$ cat src/design/swac_ram.sv
module swac_ram #(
   parameter int WIDTH = 8,
   parameter int DEPTH = 16,
   parameter int READS = 1,
   localparam int AW   = (DEPTH > 1) ? $clog2(DEPTH) : 1
) (
   input  logic             clock,
   input  logic             wr_en,
   input  logic [AW-1:0]    wr_addr,
   input  logic [WIDTH-1:0] wr_data,
   input  logic [AW-1:0]    rd_addr [READS],
   output logic [WIDTH-1:0] rd_data [READS]
);

   logic [WIDTH-1:0] mem_ff     [DEPTH];
   logic [WIDTH-1:0] rd_data_ff [READS];

   always_ff @(posedge clock) begin
      if (wr_en) begin
         mem_ff[wr_addr] <= wr_data;
      end
   end

   // read-first: a read and write to the same entry return the old word
   always_ff @(posedge clock) begin
      for (int i = 0; i < READS; i++) begin
         rd_data_ff[i] <= mem_ff[rd_addr[i]];
      end
   end

   assign rd_data = rd_data_ff;

endmodule

$ cat config.mk
export PLATFORM = sky130hd
export DESIGN_NAME = swac_ram
export DESIGN_NICKNAME = d
export VERILOG_FILES = /design/src/design/swac_ram.sv
export SDC_FILE = /design/constraint.sdc
export NUM_CORES = 1
export LEC_CHECK = 0
export BUFFER_PORTS_ARGS = -buffer_cell sky130_fd_sc_hd__buf_4
export CAP_MARGIN = 20
export CORE_UTILIZATION = 54
export DETAILED_ROUTE_END_ITERATION = 10
export GPL_TIMING_DRIVEN = 1
export MAX_ROUTING_LAYER = met4
export PLACE_DENSITY = 0.84
export SLEW_MARGIN = 30
export SYNTH_ARGS = -nofsm -noshare
export SYNTH_HDL_FRONTEND = slang
export SYNTH_SLANG_ARGS = --single-unit
$ cat constraint.sdc
create_clock -name clock -period 2.01 [get_ports clock]
set_input_delay 0.402 -clock clock [delete_from_list [all_inputs] [get_ports clock]]
set_output_delay 0.402 -clock clock [all_outputs]
set_load 0.02 [all_outputs]
==> impl_metrics.tcl <==
set metrics [dict create \
    run_status "finished clean" \
    drtPass1Iterations 5 \
    r2r-end "rd_data[6]" \
    synth_top_family_by_area "multiplexers" \
    gp_congestion 0.776 \
    cp_top_family "flip-flops" \
    antenna_found_initial 0 \
    timing.rr.start "mem_ff[9][6]" \
    post_cts_buffers 0 \
    grt_pass1_vias 2621 \
    syn-mean-instance-area_sq_um 22.5 \
    post-dp-hpwl_um 6140 \
    synth_xor_area_share_pct 0 \
    nNetsFinal 301 \
    rows 35 \
    start_kind "register" \
    reg2reg_slack_ns 0.62 \
    setup_slack_ns 0.574 \
    stdcell_count 425 \
    cts_max_path_buffers 2 \
    finalClockSkew_ns 0.0129 \
    synth.distinct_cells 19 \
    postCtsHoldBufs 0 \
    clock-sinks 136 \
    fill_cells 564 \
    relSlewSlack_pct 70.9 \
    synth.net_count 247 \
    synth_warnings 0 \
    critPathBufInv 1 \
    hold_viol 0 \
    worst_ep_required_time_ns 1.61 \
    clkLatencyLatePin_ns 0.51 \
    cap_violations 0 \
    r2r.worst_path.cells 3 \
    synth_fa_ha_area_share_pct 0 \
    coreArea_sq_um 9240 \
    max_freq_mhz 696 \
    h-tree-depth 4 \
    cts.repair.resized 0 \
    drc_errors 0 \
    synth-compound-area-share_pct 2.33 \
    worst_slew_pin_slew_ns 0.437 \
    period_share_pct 71.5 \
    ant_nets 0 \
    hold_depth 1 \
    area_growth_pct 19.5 \
    drive_above_1_share_pct 31.4 \
    die_y_um 99.6 \
    synth.mux.area_fraction_pct 15.0 \
    dpl_worst_slack_ns 0.212 \
    final_util_pct 66.6 \
    cpMaxStageDelayCell "dfxtp_1" \
    grt_pass1_wl_um 15000 \
    grt_overflow 0 \
    cts_tree "yes" \
    grt_max_degree 33 \
    setup_viol 0 \
    num_vias 2496 \
    yosysSeqAreaShare_pct 77.8 \
    start_util_pct 55.7 \
    hold_path_class "in2reg" \
    vias_per_cell 5.87 \
    cp.depth 1 \
    endpoint_kind "output port" \
    ir_drop_v 0.000647 \
    grtUsageTotal_pct 22.8 \
    yosys_register_bits 136 \
    fin_tns_setup_ns 0 \
    wl_per_cell_um 23.4 \
    synthSimpleGateAreaFrac_pct 3.18 \
    fin_total_pwr_mw 6.51 \
    io_buffers 25 \
    rsz0062_at_grt "false" \
    drtIter0Drc 182 \
    ioPinCount 26 \
    period_minus_slack_ns 1.44 \
    synth_cells 229 \
    power_density_nw_per_um2 1060 \
    holdPathEnd "mem_ff[9][4]" \
    crit_type "reg2out" \
    die_w_um 99.6 \
    syn-cell-area_sq_um 5150 \
    arrival_ns 1.03 \
    diodes 0 \
    cp_max_fo 1 \
    placed_cells 393 \
    power.leakage_nw 2.09 \
    clk_pin_slew_worst_paths_ns 0.06 \
    slew_viol_final 0 \
    routed_wl_um 9960 \
    cts-buffers-inserted 17 \
    worstPathCellList "buf_4" \
    cpPeakStageDelay_ns 0.37 \
    root_buffer "clkbuf_8" \
    min-delay-start "wr_data[4]" \
    die-area_sq_um 9930 \
]
## sequential cells by signal (all words and copies together), names as in the netlist
signal   flops
rd_data      8
mem_ff     128
## routing by layer
layer | up-vias | GRT usage, % | part of all wire, %
met5 | - | - | 0
met4 | 0 | 9.28 | 1.7
met3 | 13 | 5.62 | 6.5
met2 | 102 | 36.8 | 52
met1 | 1302 | 28.1 | 39
li1 | 1079 | - | -
## cells by family (layout without fill, tap and decap cells)
logic type / count (synthesis) / count (layout)
flip-flops: 136 / 136
buffers and inverters: 10 / 77
AND/OR/NAND/NOR: 35 / 35
AO/OA/AOI/OAI: 16 / 16
multiplexers: 32 / 32
## worst max-delay path by stage
stage | startpoint | end | slack (ns)
6_report | rd_data[6] | rd_data[6] | 0.57
2_1_floorplan | wr_addr[2] | mem_ff[0][0] | 0.12
5_1_grt | rd_data[6] | rd_data[6] | 0.55
3_5_place_dp | rd_addr[0] | rd_data[3] | 0.21
3_3_place_gp | rd_addr[0] | rd_data[3] | 0.17
4_1_cts | rd_data[6] | rd_data[6] | 0.57
## synthesized netlist by cell type, drive strengths merged
| library cell | instances | area [sq um] |
|---|---|---|
| edfxtp | 128 | 3840 |
| mux4 | 32 | 773 |
| a22oi | 16 | 120 |
| nor2 | 13 | 48.8 |
| nand2 | 9 | 33.8 |
| dfxtp | 8 | 160 |
| buf | 7 | 56.3 |
| nor3 | 4 | 20.0 |
| clkdlybuf4s25 | 3 | 30.0 |
| nand2b | 2 | 12.5 |
| nand3b | 2 | 15.0 |
| and2 | 1 | 6.26 |
| and2b | 1 | 7.51 |
| nand3 | 1 | 5.00 |
| nor2b | 1 | 6.26 |
| or3b | 1 | 8.76 |
## per-stage QoR
step | hold WS, ns | area (sq um)
floorplan | 0.501 | 5150
detailed placement | 0.668 | 5570
CTS | 0.186 | 6150
global route | 0.197 | 6150
finish | 0.195 | 6150
global placement | 0.655 | 5570
## cell usage in the layout, fill, tap and decap left out, types with 2 or more instances in the layout
cell          n
mux4_1       14
a22oi_1      16
nand3b_1      2
nand2_1       9
clkinv_2      3
edfxtp_1    128
clkbuf_16    16
clkbuf_1      2
dfxtp_1       8
nor2_1       13
bufinv_16     3
clkinvlp_4    5
buf_4        44
nand2b_1      2
mux4_2       18
nor3_1        4
## worst register-to-register path, stage by stage (launching register included)
cell	delay [ns]
edfxtp_1	0.40
mux4_2	0.49
a22oi_1	0.30
nand2_1	0.08
## final cells by class
cell class | instances | area (sq um) | area share (%)
Multi-Input combinational cell | 83 | 1060 | 17.2
Sequential cell | 136 | 4000 | 65.1
Timing Repair Buffer | 45 | 350 | 5.70
Clock buffer | 19 | 422 | 6.86
Clock inverter | 13 | 155 | 2.52
Tap cell | 129 | 161 | 2.62
## power breakdown
group,internal (mW),switching (mW),total [mW]
logic,0.147,0.182,0.329
registers,3.17,0.0231,3.19
clock network,1.88,1.11,2.98
total,5.19,1.31,6.51
(Power assumes the default switching activity.)
