==> src/design/swac_pkg.sv <==
package swac_pkg;

   // Sizing
   localparam int MAX_WINDOW    = 4096;
   localparam int ALPHABET_SIZE = 52;
   localparam int LETTERS       = 26;
   localparam int CODE_W        = (ALPHABET_SIZE > 1) ? $clog2(ALPHABET_SIZE) : 1;
   localparam int LEN_W         = $clog2(MAX_WINDOW + 1);
   localparam int PTR_W         = (MAX_WINDOW > 1) ? $clog2(MAX_WINDOW) : 1;
   localparam int DIFF_W        = $clog2(ALPHABET_SIZE + 1);
   localparam int TOTAL_W       = 32;
   localparam int QUEUE_DEPTH   = 4;
   localparam int QPTR_W        = $clog2(QUEUE_DEPTH);
   localparam int QCNT_W        = $clog2(QUEUE_DEPTH + 1);

   // ASCII anchors
   localparam logic [7:0] UPPER_A = 8'h41;
   localparam logic [7:0] UPPER_Z = 8'h5A;
   localparam logic [7:0] LOWER_A = 8'h61;
   localparam logic [7:0] LOWER_Z = 8'h7A;

   // Request codes
   localparam logic [1:0] REQ_LOAD  = 2'd0;
   localparam logic [1:0] REQ_TEXT  = 2'd1;
   localparam logic [1:0] REQ_CLEAR = 2'd2;

   // Operation carried down the pipeline
   typedef enum logic [1:0] {
      OP_NONE,
      OP_LOAD,
      OP_TEXT,
      OP_CLEAR
   } op_type;

   typedef struct packed {
      logic              ok;
      logic [CODE_W-1:0] code;
   } code_type;

   typedef struct packed {
      op_type            op;
      logic [CODE_W-1:0] code;
      logic [CODE_W-1:0] old;
      logic              remove;
      logic              full;
      logic              bad;
   } pipe_type;

   typedef struct packed {
      logic              valid;
      logic [CODE_W-1:0] addr;
      logic [LEN_W-1:0]  data;
   } wr_type;

   typedef struct packed {
      logic               window_full;
      logic               window_match;
      logic [TOTAL_W-1:0] match_count;
      logic               bad_request;
   } rsp_type;

   function automatic code_type letter_code(input logic [7:0] symbol);
      logic [7:0] raw;
      code_type   res;
      raw    = '0;
      res.ok = 1'b0;
      if (symbol >= UPPER_A && symbol <= UPPER_Z) begin
         raw    = symbol - UPPER_A;
         res.ok = 1'b1;
      end else if (symbol >= LOWER_A && symbol <= LOWER_Z) begin
         raw    = symbol - LOWER_A + 8'(LETTERS);
         res.ok = 1'b1;
      end
      if (raw >= 8'(ALPHABET_SIZE)) begin
         res.ok = 1'b0;
      end
      res.code = raw[CODE_W-1:0];
      return res;
   endfunction

endpackage

==> src/design/swac_rsp_queue.sv <==
module swac_rsp_queue (
   input  logic                    clock,
   input  logic                    reset,
   input  logic                    push,
   input  swac_pkg::rsp_type       push_data,
   input  logic                    pop_ready,
   output logic                    out_valid,
   output swac_pkg::rsp_type       out_data,
   output logic [swac_pkg::QCNT_W-1:0] count
);
   import swac_pkg::*;

   rsp_type            entry_ff [QUEUE_DEPTH];
   logic [QPTR_W-1:0]  wr_ptr_ff, wr_ptr_in;
   logic [QPTR_W-1:0]  rd_ptr_ff, rd_ptr_in;
   logic [QCNT_W-1:0]  count_ff, count_in;
   logic               pop;

   assign out_valid = (count_ff != '0);
   assign out_data  = entry_ff[rd_ptr_ff];
   assign count     = count_ff;
   assign pop       = out_valid && pop_ready;

   always_comb begin
      wr_ptr_in = push ? wr_ptr_ff + 1'b1 : wr_ptr_ff;
      rd_ptr_in = pop  ? rd_ptr_ff + 1'b1 : rd_ptr_ff;
      count_in  = count_ff + QCNT_W'(push) - QCNT_W'(pop);
   end

   always_ff @(posedge clock) begin
      if (reset) begin
         wr_ptr_ff <= '0;
         rd_ptr_ff <= '0;
         count_ff  <= '0;
      end else begin
         wr_ptr_ff <= wr_ptr_in;
         rd_ptr_ff <= rd_ptr_in;
         count_ff  <= count_in;
      end
   end

   always_ff @(posedge clock) begin
      if (push) begin
         entry_ff[wr_ptr_ff] <= push_data;
      end
   end

endmodule

==> config.mk <==
export PLATFORM = sky130hd
export DESIGN_NAME = swac_rsp_queue
export DESIGN_NICKNAME = d
export VERILOG_FILES = /design/src/design/swac_pkg.sv /design/src/design/swac_rsp_queue.sv
export SDC_FILE = /design/constraint.sdc
export NUM_CORES = 1
export LEC_CHECK = 0
export ABC_AREA = 1
export BUFFER_PORTS_ARGS = -buffer_cell sky130_fd_sc_hd__buf_2
export CORE_AREA = 2 2 121 112
export DETAILED_ROUTE_END_ITERATION = 8
export DIE_AREA = 0 0 123 114
export GPL_TIMING_DRIVEN = 0
export SETUP_SLACK_MARGIN = 0.02
export SYNTH_ARGS = -nofsm -noshare
export SYNTH_HDL_FRONTEND = slang
export SYNTH_SLANG_ARGS = --single-unit
==> constraint.sdc <==
create_clock -name clock -period 5.3 [get_ports clock]
set_clock_uncertainty 0.2 [all_clocks]
set_input_delay 0.53 -clock clock [delete_from_list [all_inputs] [get_ports clock]]
set_output_delay 0.53 -clock clock [all_outputs]
set_load 0.03 [all_outputs]
==> results of run 1 <==
layer usage:
| layer | vias up | share of wire | wire (um) |
|---|---|---|---|
| li1 | 1667 | - | - |
| met1 | 1695 | 0.45 | 5330 |
| met2 | 85 | 0.48 | 5690 |
| met3 | 14 | 0.053 | 633 |
| met4 | 0 | 0.019 | 226 |
| met5 | - | 0 | 0 |
cells by family after synthesis:
family                   share of synthesized area
AND/OR/NAND/NOR                             0.0610
adder cells (fa/ha/maj)                     0.0169
buffers and inverters                       0.0357
AO/OA/AOI/OAI                                0.109
flip-flops                                   0.778
worst paths after layout:
check | endpoint | slack, ns | cells past startpoint
worst min-delay path | count[1]$_SDFF_PP0_ | 0.09 | 2
worst min register to register | rd_ptr_ff[0]$_SDFFE_PP0P_ | 0.28 | 2
worst max register to register | count[2]$_SDFF_PP0_ | 3.37 | 8
worst max-delay path | out_data[4] | 2.74 | 5
placed cells by master, fill, tap and decap left out, types with 6 or more instances in the layout:
cell,synthesis,routed
o22ai_1,35,35
buf_4,8,8
clkbuf_16,0,17
edfxtp_1,140,140
dfxtp_1,9,9
o21ai_1,21,21
ha_1,6,6
nand2_1,12,12
o21ai_0,51,51
inv_1,16,12
nor2_1,77,77
buf_2,12,89
cell type report:
cell class                      count  area (sq um)  area share
Multi-Input combinational cell    211          1050       0.154
Clock inverter                     14           141      0.0208
Buffer                             21           131      0.0193
Inverter                           18          70.1      0.0103
Sequential cell                   149          4380       0.644
Timing Repair Buffer               77           385      0.0566
Tap cell                          168           210      0.0309
Clock buffer                       18           429      0.0631
worst reg2reg max path: stages (launching register included):
cell and delay [ns]:
dfxtp_1 0.33, nor2_1 0.14, a21boi_0 0.10, ha_1 0.28, inv_1 0.04, ha_1 0.18
fa_1 0.38, a21oi_1 0.12, nor2_1 0.05
registers in the layout, indices dropped and copies added (netlist names), named ones only:
signal / flops
count: 3
wr_ptr_ff: 2
rd_ptr_ff: 2
entry_ff: 140
power by group:
| group | internal [mW] | switching, mW |
|---|---|---|
| clock network | 0.726 | 0.442 |
| registers | 1.36 | 0.0222 |
| logic | 0.245 | 0.625 |
metrics by stage:
| step | std cells | hold slack (ns) |
|---|---|---|
| 6_report | 676 | 0.0887 |
| 5_1_grt | 676 | 0.0797 |
| 4_1_cts | 676 | 0.0754 |
| 3_5_place_dp | 644 | 0.270 |
| 3_3_place_gp | 644 | 0.266 |
| 2_1_floorplan | 399 | 0.248 |
==> flow_summary_export.csv, run 1 <==
group,metric,value,unit
final_layout,syn2layout_area_growth,20.7,%
sta,fin_setup_tns,0,ns
critical_path,crit_top_cell,"buf_2",
yosys,syn_area,5640,sq um
critical_path,crit_chain,"inv_2 > buf_2 > o21ai_0 > o22ai_1 > buf_2",
place,dpl_cell_area,6230,sq um
yosys,yosys-top-cells-count,"edfxtp_1, nor2_1, o21ai_0",
sta,final.period_utilization,0.484,
clock_tree,root_buffer,"clkbuf_16",
critical_path,worst_ep_arrival_time,1.83,ns
grt,first_global_vias,3505,
critical_path,required,4.57,ns
drt,finalWirelength,11.9,mm
grt,grt-ovfl-total,0,
yosys,synth_ff_type,"edfxtp_1",
yosys,syn_nets,445,
drt,wire_per_inst,17.6,um
sta,drv_slew,0,
sta,finalSetupViolCount,0,
yosys,yosysMostFrequentCell,"edfxtp_1",
grt,met2_usage,0.281,
final_layout,n_antenna_cell,0,
drt,drtAntennaViolNets,0,
final_layout,nNetsFinal,541,
yosys,synth_edf_count,140,
clock_tree,cts_tree,"yes",
floorplanning,coreArea,12900,sq um
grt,track_usage,0.183,
flow_run,timing.max_cap.violations,0,
grt,grt_use_met1,0.243,
yosys,async_flop_share,0,
sta,max_freq,390,MHz
sta,worst_pin_slew,0.912,ns
place,io_buffers,77,
yosys,synth_area_leaders,"edfxtp_1, nor2_1, o21ai_0, o22ai_1, dfxtp_1",
critical_path,r2r_start,"count[1]$_SDFF_PP0_",
critical_path,path_class,"reg2out",
drt,drt_pass1_iterations,4,
clock_tree,numCtsBuffers,17,
worst_hold_path,hp-start,"reset",
grt,antenna_found_initial,0,
floorplanning,ios,78,
place,gp_congestion,0.709,
critical_path,start_kind,"flip-flop",
power,leakage,2.50,nW
critical_path,critPathTopFamily,"buffers and inverters",
grt,busiest_layer,"met2",
yosys,synth_top_cell_by_area,"edfxtp_1",
floorplanning,start_util,0.437,
power,p_total,3.41,mW
drt,drc,0,
critical_path,cp-end-kind,"output port",
place,preCtsSetupSlack,3.16,ns
sta,slew_headroom,0.391,
drt,num_vias,3461,
grt,grt_max_degree,36,
drt,drt_iter0_drc,343,
yosys,synth.yosys.seq_area_share,0.778,
yosys,synthCells,399,
floorplanning,fp.dieH,114,um
critical_path,crit_buf_inv,3,
power,powerDensity,502,nW/um^2
sta,rsz0062_at_grt,"no",
yosys,synth_cell_type_count,18,
clock_tree,clock_latency,0.42,ns
grt,use_met3,0.0500,
clock_tree,postCtsSetupBuffers,0,
floorplanning,num_rows,40,
floorplanning,dieArea,14000,sq um
sta,finalHoldViolCount,0,
yosys,syn_area_per_cell,14.1,sq um
yosys,ys.warnings.count,0,
clock_tree,hold_buffers,0,
critical_path,crit_slowest_cell,"dfxtp_1",
drt,drt-vias-per-instance,5.12,
power,peakVddDrop,236,uV
sta,period_needed,2.56,ns
critical_path,cp_max_fo,10,
final_layout,layout-drive-gt1-share,0.256,
clock_tree,clk_path_buf_depth,2,
yosys,synth-seq-cells,149,
run_status,status,"completed",
clock_tree,htreeDepth,4,
final_layout,n_fill_cell,1151,
final_layout,final_util,0.527,
yosys,yosysTopAreaCellShare,0.746,
clock_tree,clk_pin_slew,0.06,ns
worst_hold_path,hold_path.class,"in2reg",
floorplanning,die_w,123,um
clock_tree,numClockSinks,149,
clock_tree,cts_resized,0,
sta,worst_slack,2.74,ns
final_layout,stdcell_area,6800,sq um
grt,grt_pass1_wl,18.6,mm
place,dp_hpwl,6.90,mm
critical_path,slowest_delay,0.41,ns
(Power assumes the default switching activity.)
==> inputs of run 2 (changes only) <==
Settings changed: PLACE_DENSITY from default to 0.67.
Clock period 5.3 ns to 2.1 ns, I/O delays scaled along.
==> flow_summary_export.csv, run 2 (synthesis results as in run 1) <==
group,metric,value,unit
power,powerDensity,1180,nW/um^2
place,io_buffers,77,
sta,drv_slew,0,
clock_tree,clk_pin_slew,0.06,ns
critical_path,cp-end-kind,"output port",
clock_tree,numCtsBuffers,17,
sta,rsz0062_at_grt,"yes",
floorplanning,fp.dieH,114,um
clock_tree,numClockSinks,149,
place,gp_congestion,0.715,
grt,track_usage,0.190,
drt,drt_iter0_drc,267,
power,leakage,2.70,nW
clock_tree,root_buffer,"clkbuf_16",
critical_path,cp_max_fo,10,
floorplanning,dieArea,14000,sq um
sta,finalSetupViolCount,0,
drt,drt_pass1_iterations,4,
flow_run,timing.max_cap.violations,0,
critical_path,timing.rr.end,"count[1]$_SDFF_PP0_",
floorplanning,ios,78,
power,peakVddDrop,871,uV
place,dpl_cell_area,6230,sq um
critical_path,r2r_slack,0.16,ns
final_layout,nNetsFinal,579,
final_layout,layout_common_cells,"edfxtp_1, nor2_1, buf_2",
final_layout,n_fill_cell,1080,
critical_path,slowest_delay,0.32,ns
grt,grt_pass1_wl,19.5,mm
drt,drtAntennaViolNets,0,
critical_path,crit_chain,"buf_6 > inv_6 > buf_8 > o21ai_0 > o22ai_2 > buf_4",
final_layout,layout-drive-gt1-share,0.255,
grt,grt_max_degree,36,
critical_path,crit_slowest_cell,"dfxtp_1",
final_layout,largest_reg_flops,140,
final_layout,final_cell_count_no_fill,714,
sta,period_needed,2.02,ns
critical_path,worst_ep_arrival_time,1.61,ns
sta,worst_pin_slew,0.898,ns
grt,grt-ovfl-total,0,
sta,max_freq,495,MHz
drt,drc,0,
sta,final.period_utilization,0.963,
power,p_total,8.66,mW
grt,antenna_found_initial,0,
clock_tree,htreeDepth,4,
final_layout,regMostFlops,"entry_ff",
floorplanning,start_util,0.437,
clock_tree,clk_path_buf_depth,2,
clock_tree,cts_tree,"yes",
floorplanning,die_w,123,um
floorplanning,coreArea,12900,sq um
floorplanning,num_rows,40,
worst_hold_path,worstHoldPathCells,2,
drt,wire_per_inst,17.4,um
drt,num_vias,3609,
run_status,status,"completed",
clock_tree,postCtsSetupBuffers,0,
critical_path,critPathTopFamily,"buffers and inverters",
drt,finalWirelength,12.4,mm
worst_hold_path,hold_path.class,"reg2reg",
clock_tree,clock_latency,0.41,ns
sta,slew_headroom,0.401,
sta,finalHoldViolCount,0,
final_layout,syn2layout_area_growth,29.8,%
critical_path,r2r_start,"count[1]$_SDFF_PP0_",
final_layout,stdcell_area,7320,sq um
drt,drt-vias-per-instance,5.05,
critical_path,crit_buf_inv,4,
place,dp_hpwl,7.19,mm
critical_path,reg2regPathDepth,8,
final_layout,n_antenna_cell,0,
grt,first_global_vias,3791,
worst_hold_path,whs_endpoint,"rd_ptr_ff[0]$_SDFFE_PP0P_",
critical_path,path_class,"reg2out",
place,dp.cells,644,
critical_path,start_kind,"flip-flop",
critical_path,required,1.69,ns
critical_path,crit_cells,6,
final_layout,layout_commonest_cell,"edfxtp_1",
worst_hold_path,hp-start,"rd_ptr_ff[0]$_SDFFE_PP0P_",
==> run 2: timing repair <==
item	in CTS	in global routing
hold endpoints to repair	149	0
resized for setup	19	60
hold buffers	38	0
pin swaps	1	3
endpoints found under the setup margin	33	35
==> run 2: per-layer routing <==
layer / track usage / vias up / part of all wire / wire (um)
li1: - / 1742 / - / -
met1: 0.249 / 1771 / 0.44 / 5510
met2: 0.313 / 92 / 0.50 / 6190
met3: 0.0465 / 4 / 0.051 / 637
met4: 0.0614 / 0 / 0.0059 / 73
met5: 0 / - / 0 / 0
==> run 2: cell type report <==
cell class	count	area [sq um]	share of cell area
Buffer	21	206	0.0282
Tap cell	168	210	0.0287
Clock buffer	25	475	0.0650
Inverter	18	75.1	0.0103
Multi-Input combinational cell	211	1110	0.151
Sequential cell	149	4390	0.600
Timing Repair Buffer	115	825	0.113
Clock inverter	7	32.5	0.00445
==> run 2: worst max-delay path by stage <==
stage / endpoint / slack, ns
3_5_place_dp: count[2]$_SDFF_PP0_ / 0.14
2_1_floorplan: count[1]$_SDFF_PP0_ / 0.10
4_1_cts: out_data[4] / 0.002
5_1_grt: out_data[21] / -0.02
6_report: out_data[21] / 0.08
3_3_place_gp: entry_ff[0][15]$_DFFE_PP_ / -0.35
==> run 2: where the power goes <==
| part | switching [mW] | total (mW) | internal (mW) |
|---|---|---|---|
| Combinational | 1.67 | 2.55 | 0.878 |
| Sequential | 0.0615 | 3.48 | 3.42 |
| Clock | 1.08 | 2.63 | 1.55 |
==> run 2: per-stage QoR <==
stage                      util  worst slack, ns  TNS [ns]  hold slack (ns)
after floorplan               -            0.103         0           0.0812
after global placement    0.483           -0.347    -42.14            0.199
after detailed placement  0.483            0.136         0            0.198
after CTS                 0.555          0.00191         0            0.297
after global routing      0.567          -0.0155   -0.0243            0.325
final                     0.567           0.0781         0            0.298
==> run 2: tightest hold or removal path: cells and delay by family, from the launching register on <==
family,cells,cell delay (ns)
AO/OA/AOI/OAI,1,0.05
flip-flops,1,0.33
AND/OR/NAND/NOR,1,0.08
